[src/rtl/bdq_pkg.sv]
`timescale 1ns / 1ps
`default_nettype none

package bdq_pkg;

  // item field widths
  localparam int unsigned DATA_W   = 32;
  localparam int unsigned OP_W     = 3;
  localparam int unsigned STATUS_W = 2;

  // operation codes
  typedef enum logic [OP_W-1:0] {
    OP_PUSH_FRONT = 3'd0,
    OP_PUSH_BACK  = 3'd1,
    OP_POP_FRONT  = 3'd2,
    OP_POP_BACK   = 3'd3,
    OP_REVERSE    = 3'd4
  } op_e;

  // result status codes
  typedef enum logic [STATUS_W-1:0] {
    ST_DONE  = 2'd0,
    ST_FULL  = 2'd1,
    ST_EMPTY = 2'd2
  } status_e;

  // where the new value of a physical end comes from
  typedef enum logic [1:0] {
    SRC_KEEP = 2'd0,
    SRC_WORD = 2'd1,
    SRC_RAM  = 2'd2
  } src_e;

  typedef logic signed [DATA_W-1:0] word_t;

  // per-item control passed from the pointer stage to the result stage
  typedef struct packed {
    src_e    first_src;
    src_e    last_src;
    logic    rev;
    status_e status;
  } stage_info_t;

endpackage

`default_nettype wire

[src/rtl/bdq_if.sv]
`timescale 1ns / 1ps
`default_nettype none

// command channel
interface bdq_in_if;
  import bdq_pkg::*;

  logic                valid;
  logic                ready;
  logic [OP_W-1:0]     operation;
  logic signed [DATA_W-1:0] value;

  modport source (output valid, output operation, output value, input ready);
  modport sink   (input valid, input operation, input value, output ready);
endinterface

// result channel
interface bdq_out_if #(
  parameter int unsigned CNT_W = 5
);
  import bdq_pkg::*;

  logic                     valid;
  logic                     ready;
  logic signed [DATA_W-1:0] front_value;
  logic signed [DATA_W-1:0] back_value;
  logic [CNT_W-1:0]         count;
  logic                     is_full;
  logic [STATUS_W-1:0]      status;

  modport source (output valid, output front_value, output back_value, output count,
                  output is_full, output status, input ready);
  modport sink   (input valid, input front_value, input back_value, input count,
                  input is_full, input status, output ready);
endinterface

`default_nettype wire

[src/rtl/bdq_ram.sv]
`timescale 1ns / 1ps
`default_nettype none

module bdq_ram #(
  parameter int unsigned WIDTH = 32,
  parameter int unsigned DEPTH = 16
) (
  input  wire logic                     clk_i,
  input  wire logic                     we_i,
  input  wire logic [$clog2(DEPTH)-1:0] waddr_i,
  input  wire logic [WIDTH-1:0]         wdata_i,
  input  wire logic                     re_i,
  input  wire logic [$clog2(DEPTH)-1:0] raddr_i,
  output      logic [WIDTH-1:0]         rdata_o
);

  logic [WIDTH-1:0] mem_q [DEPTH];
  logic [WIDTH-1:0] rdata_q;

  // one write port, one registered read port
  always_ff @(posedge clk_i) begin
    if (we_i) begin
      mem_q[waddr_i] <= wdata_i;
    end
    if (re_i) begin
      rdata_q <= mem_q[raddr_i];
    end
  end

  assign rdata_o = rdata_q;

endmodule

`default_nettype wire

[src/rtl/bdq_ctrl.sv]
`timescale 1ns / 1ps
`default_nettype none

module bdq_ctrl #(
  parameter int unsigned DEPTH = 16
) (
  input  wire logic                          clk_i,
  input  wire logic                          rst_ni,
  // command side
  input  wire logic                          in_valid_i,
  output      logic                          in_ready_o,
  input  wire logic [bdq_pkg::OP_W-1:0]      op_i,
  input  wire bdq_pkg::word_t                value_i,
  // to result stage
  output      logic                          s2_valid_o,
  input  wire logic                          s2_ready_i,
  output      bdq_pkg::stage_info_t          s2_info_o,
  output      logic [$clog2(DEPTH+1)-1:0]    s2_cnt_o,
  output      bdq_pkg::word_t                s2_value_o,
  // slot store access
  output      logic                          ram_we_o,
  output      logic [$clog2(DEPTH)-1:0]      ram_waddr_o,
  output      bdq_pkg::word_t                ram_wdata_o,
  output      logic                          ram_re_o,
  output      logic [$clog2(DEPTH)-1:0]      ram_raddr_o
);
  import bdq_pkg::*;

  localparam int unsigned AW = $clog2(DEPTH);
  localparam int unsigned CW = $clog2(DEPTH + 1);
  localparam int unsigned SW = AW + 1;

  // circular index helpers
  function automatic logic [AW-1:0] idx_inc(input logic [AW-1:0] x);
    logic [AW-1:0] r;
    r = (x == AW'(DEPTH - 1)) ? '0 : x + AW'(1);
    return r;
  endfunction

  function automatic logic [AW-1:0] idx_dec(input logic [AW-1:0] x);
    logic [AW-1:0] r;
    r = (x == '0) ? AW'(DEPTH - 1) : x - AW'(1);
    return r;
  endfunction

  // input register
  logic              s1_valid_q;
  logic [OP_W-1:0]   s1_op_q;
  word_t             s1_value_q;

  // pointer state
  logic [AW-1:0]     head_q, head_d;
  logic [CW-1:0]     cnt_q, cnt_d;
  logic              rev_q, rev_d;

  // stage register towards the result stage
  logic              s2_valid_q;
  stage_info_t       s2_info_q, s2_info_d;
  logic [CW-1:0]     s2_cnt_q;
  word_t             s2_value_q;

  logic              s2_free;
  logic              s1_go;
  logic              full;
  logic              empty;
  logic              at_head_push;
  logic              at_head_pop;
  logic [SW-1:0]     tail_sum;
  logic [AW-1:0]     tail_free;
  logic [AW-1:0]     prev_last;
  logic [AW-1:0]     head_dec;
  logic              we;
  logic [AW-1:0]     waddr;
  logic [AW-1:0]     raddr;

  assign s2_free    = !s2_valid_q || s2_ready_i;
  assign s1_go      = s1_valid_q && s2_free;
  assign in_ready_o = !s1_valid_q || s1_go;

  // physical end addresses
  assign full         = (cnt_q == CW'(DEPTH));
  assign empty        = (cnt_q == '0);
  assign at_head_push = (s1_op_q == OP_PUSH_FRONT) != rev_q;
  assign at_head_pop  = (s1_op_q == OP_POP_FRONT) != rev_q;
  assign tail_sum     = SW'(head_q) + SW'(cnt_q);
  assign tail_free    = (tail_sum >= SW'(DEPTH)) ? AW'(tail_sum - SW'(DEPTH))
                                                 : tail_sum[AW-1:0];
  assign prev_last    = idx_dec(idx_dec(tail_free));
  assign head_dec     = idx_dec(head_q);

  // operation decode and next pointer state
  always_comb begin
    head_d              = head_q;
    cnt_d               = cnt_q;
    rev_d               = rev_q;
    we                  = 1'b0;
    waddr               = tail_free;
    raddr               = idx_inc(head_q);
    s2_info_d.first_src = SRC_KEEP;
    s2_info_d.last_src  = SRC_KEEP;
    s2_info_d.status    = ST_DONE;
    unique case (s1_op_q)
      OP_PUSH_FRONT, OP_PUSH_BACK: begin
        if (full) begin
          s2_info_d.status = ST_FULL;
        end else begin
          cnt_d = cnt_q + CW'(1);
          we    = 1'b1;
          if (at_head_push) begin
            head_d              = head_dec;
            waddr               = head_dec;
            s2_info_d.first_src = SRC_WORD;
            s2_info_d.last_src  = empty ? SRC_WORD : SRC_KEEP;
          end else begin
            s2_info_d.last_src  = SRC_WORD;
            s2_info_d.first_src = empty ? SRC_WORD : SRC_KEEP;
          end
        end
      end
      OP_POP_FRONT, OP_POP_BACK: begin
        if (empty) begin
          s2_info_d.status = ST_EMPTY;
        end else begin
          cnt_d = cnt_q - CW'(1);
          if (at_head_pop) begin
            head_d              = idx_inc(head_q);
            s2_info_d.first_src = SRC_RAM;
          end else begin
            raddr               = prev_last;
            s2_info_d.last_src  = SRC_RAM;
          end
        end
      end
      OP_REVERSE: begin
        if (empty) begin
          s2_info_d.status = ST_EMPTY;
        end else begin
          rev_d = !rev_q;
        end
      end
      default: begin
      end
    endcase
    s2_info_d.rev = rev_d;
  end

  // control registers
  always_ff @(posedge clk_i or negedge rst_ni) begin
    if (!rst_ni) begin
      s1_valid_q <= 1'b0;
      s2_valid_q <= 1'b0;
      head_q     <= '0;
      cnt_q      <= '0;
      rev_q      <= 1'b0;
    end else begin
      if (in_valid_i && in_ready_o) begin
        s1_valid_q <= 1'b1;
      end else if (s1_go) begin
        s1_valid_q <= 1'b0;
      end
      if (s1_go) begin
        s2_valid_q <= 1'b1;
        head_q     <= head_d;
        cnt_q      <= cnt_d;
        rev_q      <= rev_d;
      end else if (s2_ready_i) begin
        s2_valid_q <= 1'b0;
      end
    end
  end

  // payload registers
  always_ff @(posedge clk_i) begin
    if (in_valid_i && in_ready_o) begin
      s1_op_q    <= op_i;
      s1_value_q <= value_i;
    end
    if (s1_go) begin
      s2_info_q  <= s2_info_d;
      s2_cnt_q   <= cnt_d;
      s2_value_q <= s1_value_q;
    end
  end

  assign s2_valid_o  = s2_valid_q;
  assign s2_info_o   = s2_info_q;
  assign s2_cnt_o    = s2_cnt_q;
  assign s2_value_o  = s2_value_q;

  assign ram_we_o    = s1_go && we;
  assign ram_waddr_o = waddr;
  assign ram_wdata_o = s1_value_q;
  assign ram_re_o    = s1_go;
  assign ram_raddr_o = raddr;

endmodule

`default_nettype wire

[src/rtl/bdq_result.sv]
`timescale 1ns / 1ps
`default_nettype none

module bdq_result #(
  parameter int unsigned DEPTH = 16
) (
  input  wire logic                               clk_i,
  input  wire logic                               rst_ni,
  // from pointer stage
  input  wire logic                               s2_valid_i,
  output      logic                               s2_ready_o,
  input  wire bdq_pkg::stage_info_t               s2_info_i,
  input  wire logic [$clog2(DEPTH+1)-1:0]         s2_cnt_i,
  input  wire bdq_pkg::word_t                     s2_value_i,
  input  wire bdq_pkg::word_t                     ram_rdata_i,
  // result side
  output      logic                               out_valid_o,
  input  wire logic                               out_ready_i,
  output      bdq_pkg::word_t                     front_o,
  output      bdq_pkg::word_t                     back_o,
  output      logic [$clog2(DEPTH+1)-1:0]         count_o,
  output      logic                               full_o,
  output      logic [bdq_pkg::STATUS_W-1:0]       status_o
);
  import bdq_pkg::*;

  localparam int unsigned CW = $clog2(DEPTH + 1);

  // values at the physical ends
  word_t             first_q, first_d;
  word_t             last_q, last_d;

  logic              out_valid_q;
  word_t             front_q, front_d;
  word_t             back_q, back_d;
  logic [CW-1:0]     cnt_q;
  logic              full_q;
  status_e           status_q;
  logic              s2_go;

  assign s2_ready_o = !out_valid_q || out_ready_i;
  assign s2_go      = s2_valid_i && s2_ready_o;

  // pick the new end values
  always_comb begin
    case (s2_info_i.first_src)
      SRC_WORD: first_d = s2_value_i;
      SRC_RAM:  first_d = ram_rdata_i;
      default:  first_d = first_q;
    endcase
    case (s2_info_i.last_src)
      SRC_WORD: last_d = s2_value_i;
      SRC_RAM:  last_d = ram_rdata_i;
      default:  last_d = last_q;
    endcase
    if (s2_cnt_i == '0) begin
      front_d = '0;
      back_d  = '0;
    end else if (s2_info_i.rev) begin
      front_d = last_d;
      back_d  = first_d;
    end else begin
      front_d = first_d;
      back_d  = last_d;
    end
  end

  // result valid
  always_ff @(posedge clk_i or negedge rst_ni) begin
    if (!rst_ni) begin
      out_valid_q <= 1'b0;
    end else if (s2_go) begin
      out_valid_q <= 1'b1;
    end else if (out_ready_i) begin
      out_valid_q <= 1'b0;
    end
  end

  // end values and result payload
  always_ff @(posedge clk_i) begin
    if (s2_go) begin
      first_q  <= first_d;
      last_q   <= last_d;
      front_q  <= front_d;
      back_q   <= back_d;
      cnt_q    <= s2_cnt_i;
      full_q   <= (s2_cnt_i == CW'(DEPTH));
      status_q <= s2_info_i.status;
    end
  end

  assign out_valid_o = out_valid_q;
  assign front_o     = front_q;
  assign back_o      = back_q;
  assign count_o     = cnt_q;
  assign full_o      = full_q;
  assign status_o    = status_q;

endmodule

`default_nettype wire

[src/rtl/bounded_deque_with_reverse.sv]
`timescale 1ns / 1ps
`default_nettype none

// Bounded double-ended queue of DEPTH signed 32-bit words. Each command item
// (push front, push back, pop front, pop back, reverse) yields one result item
// with the front and back words (0 when empty), the count, a full flag and a
// status: done, push dropped because full, or pop/reverse ignored because
// empty. Words sit in a circular slot RAM with a head pointer; reverse only
// flips a flag that swaps the physical ends, so every command takes the same
// path. One command is accepted every cycle unless the result side stalls; a
// result is offered once its command has passed the input register, the
// pointer stage register (loaded together with the RAM read of the new end
// after a pop) and the result register. The slot RAM needs no clearing after
// reset, so commands are taken straight away.
module bounded_deque_with_reverse #(
  parameter int unsigned DEPTH = 16
) (
  input  wire logic  clk_i,
  input  wire logic  rst_ni,
  bdq_in_if.sink     cmd_i,
  bdq_out_if.source  res_o
);
  import bdq_pkg::*;

  localparam int unsigned AW = $clog2(DEPTH);
  localparam int unsigned CW = $clog2(DEPTH + 1);

  logic              s2_valid;
  logic              s2_ready;
  stage_info_t       s2_info;
  logic [CW-1:0]     s2_cnt;
  word_t             s2_value;
  logic              ram_we;
  logic [AW-1:0]     ram_waddr;
  word_t             ram_wdata;
  logic              ram_re;
  logic [AW-1:0]     ram_raddr;
  logic [DATA_W-1:0] ram_rdata;
  word_t             front;
  word_t             back;

  // pointer stage
  bdq_ctrl #(
    .DEPTH (DEPTH)
  ) u_ctrl (
    .clk_i       (clk_i),
    .rst_ni      (rst_ni),
    .in_valid_i  (cmd_i.valid),
    .in_ready_o  (cmd_i.ready),
    .op_i        (cmd_i.operation),
    .value_i     (cmd_i.value),
    .s2_valid_o  (s2_valid),
    .s2_ready_i  (s2_ready),
    .s2_info_o   (s2_info),
    .s2_cnt_o    (s2_cnt),
    .s2_value_o  (s2_value),
    .ram_we_o    (ram_we),
    .ram_waddr_o (ram_waddr),
    .ram_wdata_o (ram_wdata),
    .ram_re_o    (ram_re),
    .ram_raddr_o (ram_raddr)
  );

  // slot store
  bdq_ram #(
    .WIDTH (DATA_W),
    .DEPTH (DEPTH)
  ) u_slots (
    .clk_i   (clk_i),
    .we_i    (ram_we),
    .waddr_i (ram_waddr),
    .wdata_i (ram_wdata),
    .re_i    (ram_re),
    .raddr_i (ram_raddr),
    .rdata_o (ram_rdata)
  );

  // result stage
  bdq_result #(
    .DEPTH (DEPTH)
  ) u_result (
    .clk_i       (clk_i),
    .rst_ni      (rst_ni),
    .s2_valid_i  (s2_valid),
    .s2_ready_o  (s2_ready),
    .s2_info_i   (s2_info),
    .s2_cnt_i    (s2_cnt),
    .s2_value_i  (s2_value),
    .ram_rdata_i (word_t'(ram_rdata)),
    .out_valid_o (res_o.valid),
    .out_ready_i (res_o.ready),
    .front_o     (front),
    .back_o      (back),
    .count_o     (res_o.count),
    .full_o      (res_o.is_full),
    .status_o    (res_o.status)
  );

  assign res_o.front_value = front;
  assign res_o.back_value  = back;

endmodule

`default_nettype wire
[src/flat_wrapper.sv]
// flat-port wrapper written by rule: the top's interface ports become plain ports
module bounded_deque_with_reverse_flat import bdq_pkg::*;
#(
  parameter int unsigned DEPTH = 16
)
  (clk_i, rst_ni, cmd_i_valid, cmd_i_operation, cmd_i_value, cmd_i_ready, res_o_valid, res_o_front_value, res_o_back_value, res_o_count, res_o_is_full, res_o_status, res_o_ready);
  bdq_in_if cmd_i_i ();
  bdq_out_if res_o_i ();
  input  wire logic clk_i;
  input  wire logic rst_ni;
  input wire logic [$bits(cmd_i_i.valid)-1:0] cmd_i_valid;
  input wire logic [$bits(cmd_i_i.operation)-1:0] cmd_i_operation;
  input wire logic [$bits(cmd_i_i.value)-1:0] cmd_i_value;
  output wire logic [$bits(cmd_i_i.ready)-1:0] cmd_i_ready;
  output wire logic [$bits(res_o_i.valid)-1:0] res_o_valid;
  output wire logic [$bits(res_o_i.front_value)-1:0] res_o_front_value;
  output wire logic [$bits(res_o_i.back_value)-1:0] res_o_back_value;
  output wire logic [$bits(res_o_i.count)-1:0] res_o_count;
  output wire logic [$bits(res_o_i.is_full)-1:0] res_o_is_full;
  output wire logic [$bits(res_o_i.status)-1:0] res_o_status;
  input wire logic [$bits(res_o_i.ready)-1:0] res_o_ready;
  assign cmd_i_i.valid = cmd_i_valid;
  assign cmd_i_i.operation = cmd_i_operation;
  assign cmd_i_i.value = cmd_i_value;
  assign cmd_i_ready = cmd_i_i.ready;
  assign res_o_valid = res_o_i.valid;
  assign res_o_front_value = res_o_i.front_value;
  assign res_o_back_value = res_o_i.back_value;
  assign res_o_count = res_o_i.count;
  assign res_o_is_full = res_o_i.is_full;
  assign res_o_status = res_o_i.status;
  assign res_o_i.ready = res_o_ready;
  bounded_deque_with_reverse #(.DEPTH(DEPTH)) u_core (.clk_i(clk_i), .rst_ni(rst_ni), .cmd_i(cmd_i_i), .res_o(res_o_i));
endmodule
[config.mk]
export PLATFORM = sky130hd
export DESIGN_NAME = bounded_deque_with_reverse_flat
export DESIGN_NICKNAME = d
export VERILOG_FILES = /design/src/rtl/bdq_pkg.sv /design/src/rtl/bdq_if.sv /design/src/rtl/bdq_ram.sv /design/src/rtl/bdq_ctrl.sv /design/src/rtl/bdq_result.sv /design/src/rtl/bounded_deque_with_reverse.sv /design/src/flat_wrapper.sv
export SDC_FILE = /design/constraint.sdc
export NUM_CORES = 1
export LEC_CHECK = 0
export BUFFER_PORTS_ARGS = -buffer_cell sky130_fd_sc_hd__buf_4
export CAP_MARGIN = 20
export CORE_MARGIN = 5
export CORE_UTILIZATION = 40
export DETAILED_ROUTE_END_ITERATION = 16
export GPL_TIMING_DRIVEN = 0
export HOLD_SLACK_MARGIN = 0.1
export SLEW_MARGIN = 25
export SYNTH_ARGS = -nofsm -noshare
export SYNTH_HDL_FRONTEND = slang
export SYNTH_SLANG_ARGS = --single-unit
export TNS_END_PERCENT = 30
[constraint.sdc]
create_clock -name clk_i -period 5.3 [get_ports clk_i]
set_input_delay 1.06 -clock clk_i [delete_from_list [all_inputs] [get_ports clk_i]]
set_output_delay 1.06 -clock clk_i [all_outputs]
set_load 0.05 [all_outputs]
==> metrics.cfg <==
[final_layout]
design_area_um2 = 37200
post-route-util_pct = 47.1
nNetsFinal = 2144
layout_commonest_cell = edfxtp_1
final_cell_mix = edfxtp_1 (759), mux2i_1 (545), buf_4 (143), nand2_1 (88), clkbuf_16 (82)
areaGrowthSynthToFinish_pct = 17.1
drive_gt1_share_pct = 15.7

[cts]
path_clk_slew_ps = 60
ctsResizeCount = 0
clk_path_buf_depth = 3
cts.sinks = 772
cts_htree_levels = 3
cts_setup_buffers = 0
cts_buffers = 79
clkLatencyLatePin_ps = 620
cts_hold_buf = 0
cts_tree = built
cts_root_buf = clkbuf_16

[floorplanning]
fp.coreArea_um2 = 78900
die_w_um = 292
start_util_pct = 40.2
rows = 103
die_area_um2 = 85000
dieHeight_um = 292
io_pins = 113

[synth]
ys.flop_type = edfxtp_1
synth.cell_area_um2 = 31700
synth_cells = 1874
ys_ff_latch = 772
synth.yosys.seq_area_share_pct = 72.9
synth_fp_nets = 1929
async_flop_share_pct = 1.68
yosysWarnings = 0
ys_types = 57
avgSynthCellArea_um2 = 16.9
synth_edf_count = 759

[route]
drt-total-wl_mm = 70.1
drc = 0
vias = 16400
via_per_inst = 5.13
wl_met3_mm = 3.13
dr_wl_met2_mm = 33.7
drtIter0Drc = 1284
top_layer_used = met4
wl_per_cell_um = 21.9
met1Wirelength_mm = 31.6
drtAntennaViolNets = 0
firstDrtPassIters = 5

[setup_path]
cp.required_ps = 5630
cp_max_fo = 10
r2r_slack_ps = 1020
critPathArrivalTime_ps = 4610
cp-start-kind = flip-flop
worst_setup_path_end_kind = flip-flop
worstSetupPathType = flip-flop to flip-flop

[sta]
slew_viol_final = 0
fin_tns_setup_ps = 0
hold_viol = 0
min_period_over_period_pct = 80.8
rsz0062_at_grt = false
fmax_mhz = 234
worst_slew_pin_slew_ps = 897
skew_ps = 27.9
finalSetupViolations = 0
min_period_ps = 4280
relSlewSlack_pct = 40.2

[power_and_ir_drop]
clockPowerShare_pct = 24.4
internal_power_mw = 14.4
p_leak_nw = 13.8
finalPower_mw = 22.7
power.share.sequential_pct = 36.0
peakVddDrop_v = 0.000314
p_sw_mw = 8.22
power_density_nw_per_um2 = 610
combinationalPowerShare_pct = 39.6
switching_share_pct = 36.3

[placed_design]
place_area_um2 = 34600
io_buffers = 112
hpwl_mm = 49.9
gp_congestion = 0.808

[status]
status = completed

[grt]
grt_use_total_pct = 16.2
antenna_found_initial = 0
gr-total-overflow = 0
grt_max_degree = 58
first_global_vias = 17200
grt_pass1_wl_mm = 106

[flow_run]
maxCapViolCount = 0

[min_path]
hold_class = input pin to asynchronous set/reset pin

## final cells by class
class	instances	area, µm²
inverter	17	66.3
timing repair buffer	134	1390
clock inverter	48	498
clock buffer	95	2100
tap	1050	1310
antenna	2	5.00
multi-input combinational	985	8080
buffer	100	584
fill	6717	41700
sequential	772	23100
## state kept, by name, indices dropped and copies added (netlist names)
register / cells
u_core.u_slots.mem_q: 512
u_core.u_ctrl.ram_wdata_o: 32
u_core.u_ctrl.s2_value_o: 32
u_core.u_result.back_o: 32
u_core.u_result.first_q: 32
u_core.u_result.front_o: 32
u_core.u_result.last_q: 32
u_core.u_slots.rdata_o: 32
u_core.u_ctrl.s2_info_o: 7
u_core.u_ctrl.cnt_q: 5
u_core.u_ctrl.s2_cnt_o: 5
u_core.u_result.count_o: 5
u_core.u_ctrl.head_q: 4
u_core.u_ctrl.s1_op_q: 3
u_core.u_result.status_o: 2
u_core.u_ctrl.rev_q: 1
u_core.u_ctrl.s1_valid_q: 1
u_core.u_ctrl.s2_valid_o: 1
u_core.u_result.full_o: 1
u_core.u_result.out_valid_o: 1
## path summary, 6_finish.rpt
| kind | from | endpoint | cells after the start |
|---|---|---|---|
| worst max-delay path | u_core.u_ctrl.cnt_q[0] | u_core.u_slots.rdata_o[4] | 14 |
| worst min-delay path | rst_ni | u_core.u_ctrl.cnt_q[3] | 1 |
| worst max register to register | u_core.u_ctrl.cnt_q[0] | u_core.u_slots.rdata_o[4] | 14 |
| worst min register to register | u_core.u_ctrl.s2_info_o[0] | u_core.u_result.status_o[0] | 0 |
| max in group asynchronous | rst_ni | u_core.u_result.out_valid_o | 1 |
| min in group clk_i | u_core.u_ctrl.s2_info_o[0] | u_core.u_result.status_o[0] | 0 |
## power by group through the flow
| stage | combinational [mW] | sequential [mW] | clock, mW |
|---|---|---|---|
| 3_5_place_dp | 8.97 | 8.27 | 0 |
| 3_3_place_gp | 8.63 | 8.28 | 0 |
| 2_1_floorplan | 5.65 | 8.73 | 0 |
| 4_1_cts | 8.99 | 8.15 | 5.68 |
| 5_1_grt | 9.55 | 8.22 | 5.93 |
| 6_report | 8.97 | 8.15 | 5.53 |
## cells in the mapped netlist, types with 3 or more instances
library cell / number / area, µm²
o21ai_0: 78 / 390
buf_2: 17 / 85.1
buf_6: 9 / 101
a21o_1: 4 / 30.0
and2_1: 5 / 31.3
nand2b_1: 8 / 50.1
ha_1: 15 / 188
dfrtp_1: 13 / 325
nand2_1: 88 / 330
clkbuf_1: 32 / 120
inv_1: 16 / 60.1
nor2_1: 95 / 357
xor2_1: 5 / 43.8
a31oi_1: 4 / 25.0
o211ai_1: 3 / 22.5
a21oi_1: 13 / 65.1
a22oi_1: 64 / 480
nor3_1: 5 / 25.0
mux2i_1: 545 / 5460
nor2b_1: 3 / 18.8
buf_1: 10 / 37.5
edfxtp_1: 759 / 22800
buf_4: 31 / 233
xnor2_1: 9 / 78.8
nand3_1: 4 / 20.0
## worst max-delay path, stage by stage, from the launching register on
cell     delay [ps]
dfrtp_1         460
ha_1            250
fa_1            530
inv_1           110
ha_1            260
o21ai_0         300
and3_1          230
o22ai_1         110
a31oi_1         190
buf_4           240
buf_6           210
buf_6           220
mux2i_1         260
mux2i_1         140
mux2i_1         480
## metal layers
metal | global-route usage, % | vias up
met5 | 0 | -
met4 | 4.89 | 0
met3 | 2.56 | 100
met2 | 27.1 | 392
met1 | 22.0 | 8225
li1 | - | 7703
## logic make-up (layout without fill, tap and decap cells)
kind of cell | count (synthesis) | count (layout) | share of synthesized area (%)
AO/OA/AOI/OAI | 188 | 188 | 3.77
XOR/XNOR | 16 | 16 | 0.489
adder cells (fa/ha/maj) | 16 | 16 | 0.655
buffers and inverters | 117 | 394 | 2.04
flip-flops | 772 | 772 | 72.9
multiplexers | 547 | 547 | 17.3
other | 0 | 2 | 0
AND/OR/NAND/NOR | 218 | 218 | 2.91
## per-stage QoR
stage / std cells / hold WS, ps / setup WS (ps)
2_1_floorplan: 1874 / 400 / 238
3_3_place_gp: 3036 / 408 / -2530
3_5_place_dp: 3058 / 408 / 1210
4_1_cts: 3201 / 260 / 1180
5_1_grt: 3201 / 285 / 903
6_report: 3203 / 300 / 1020
Note: power is estimated with default switching activity, not from simulation.
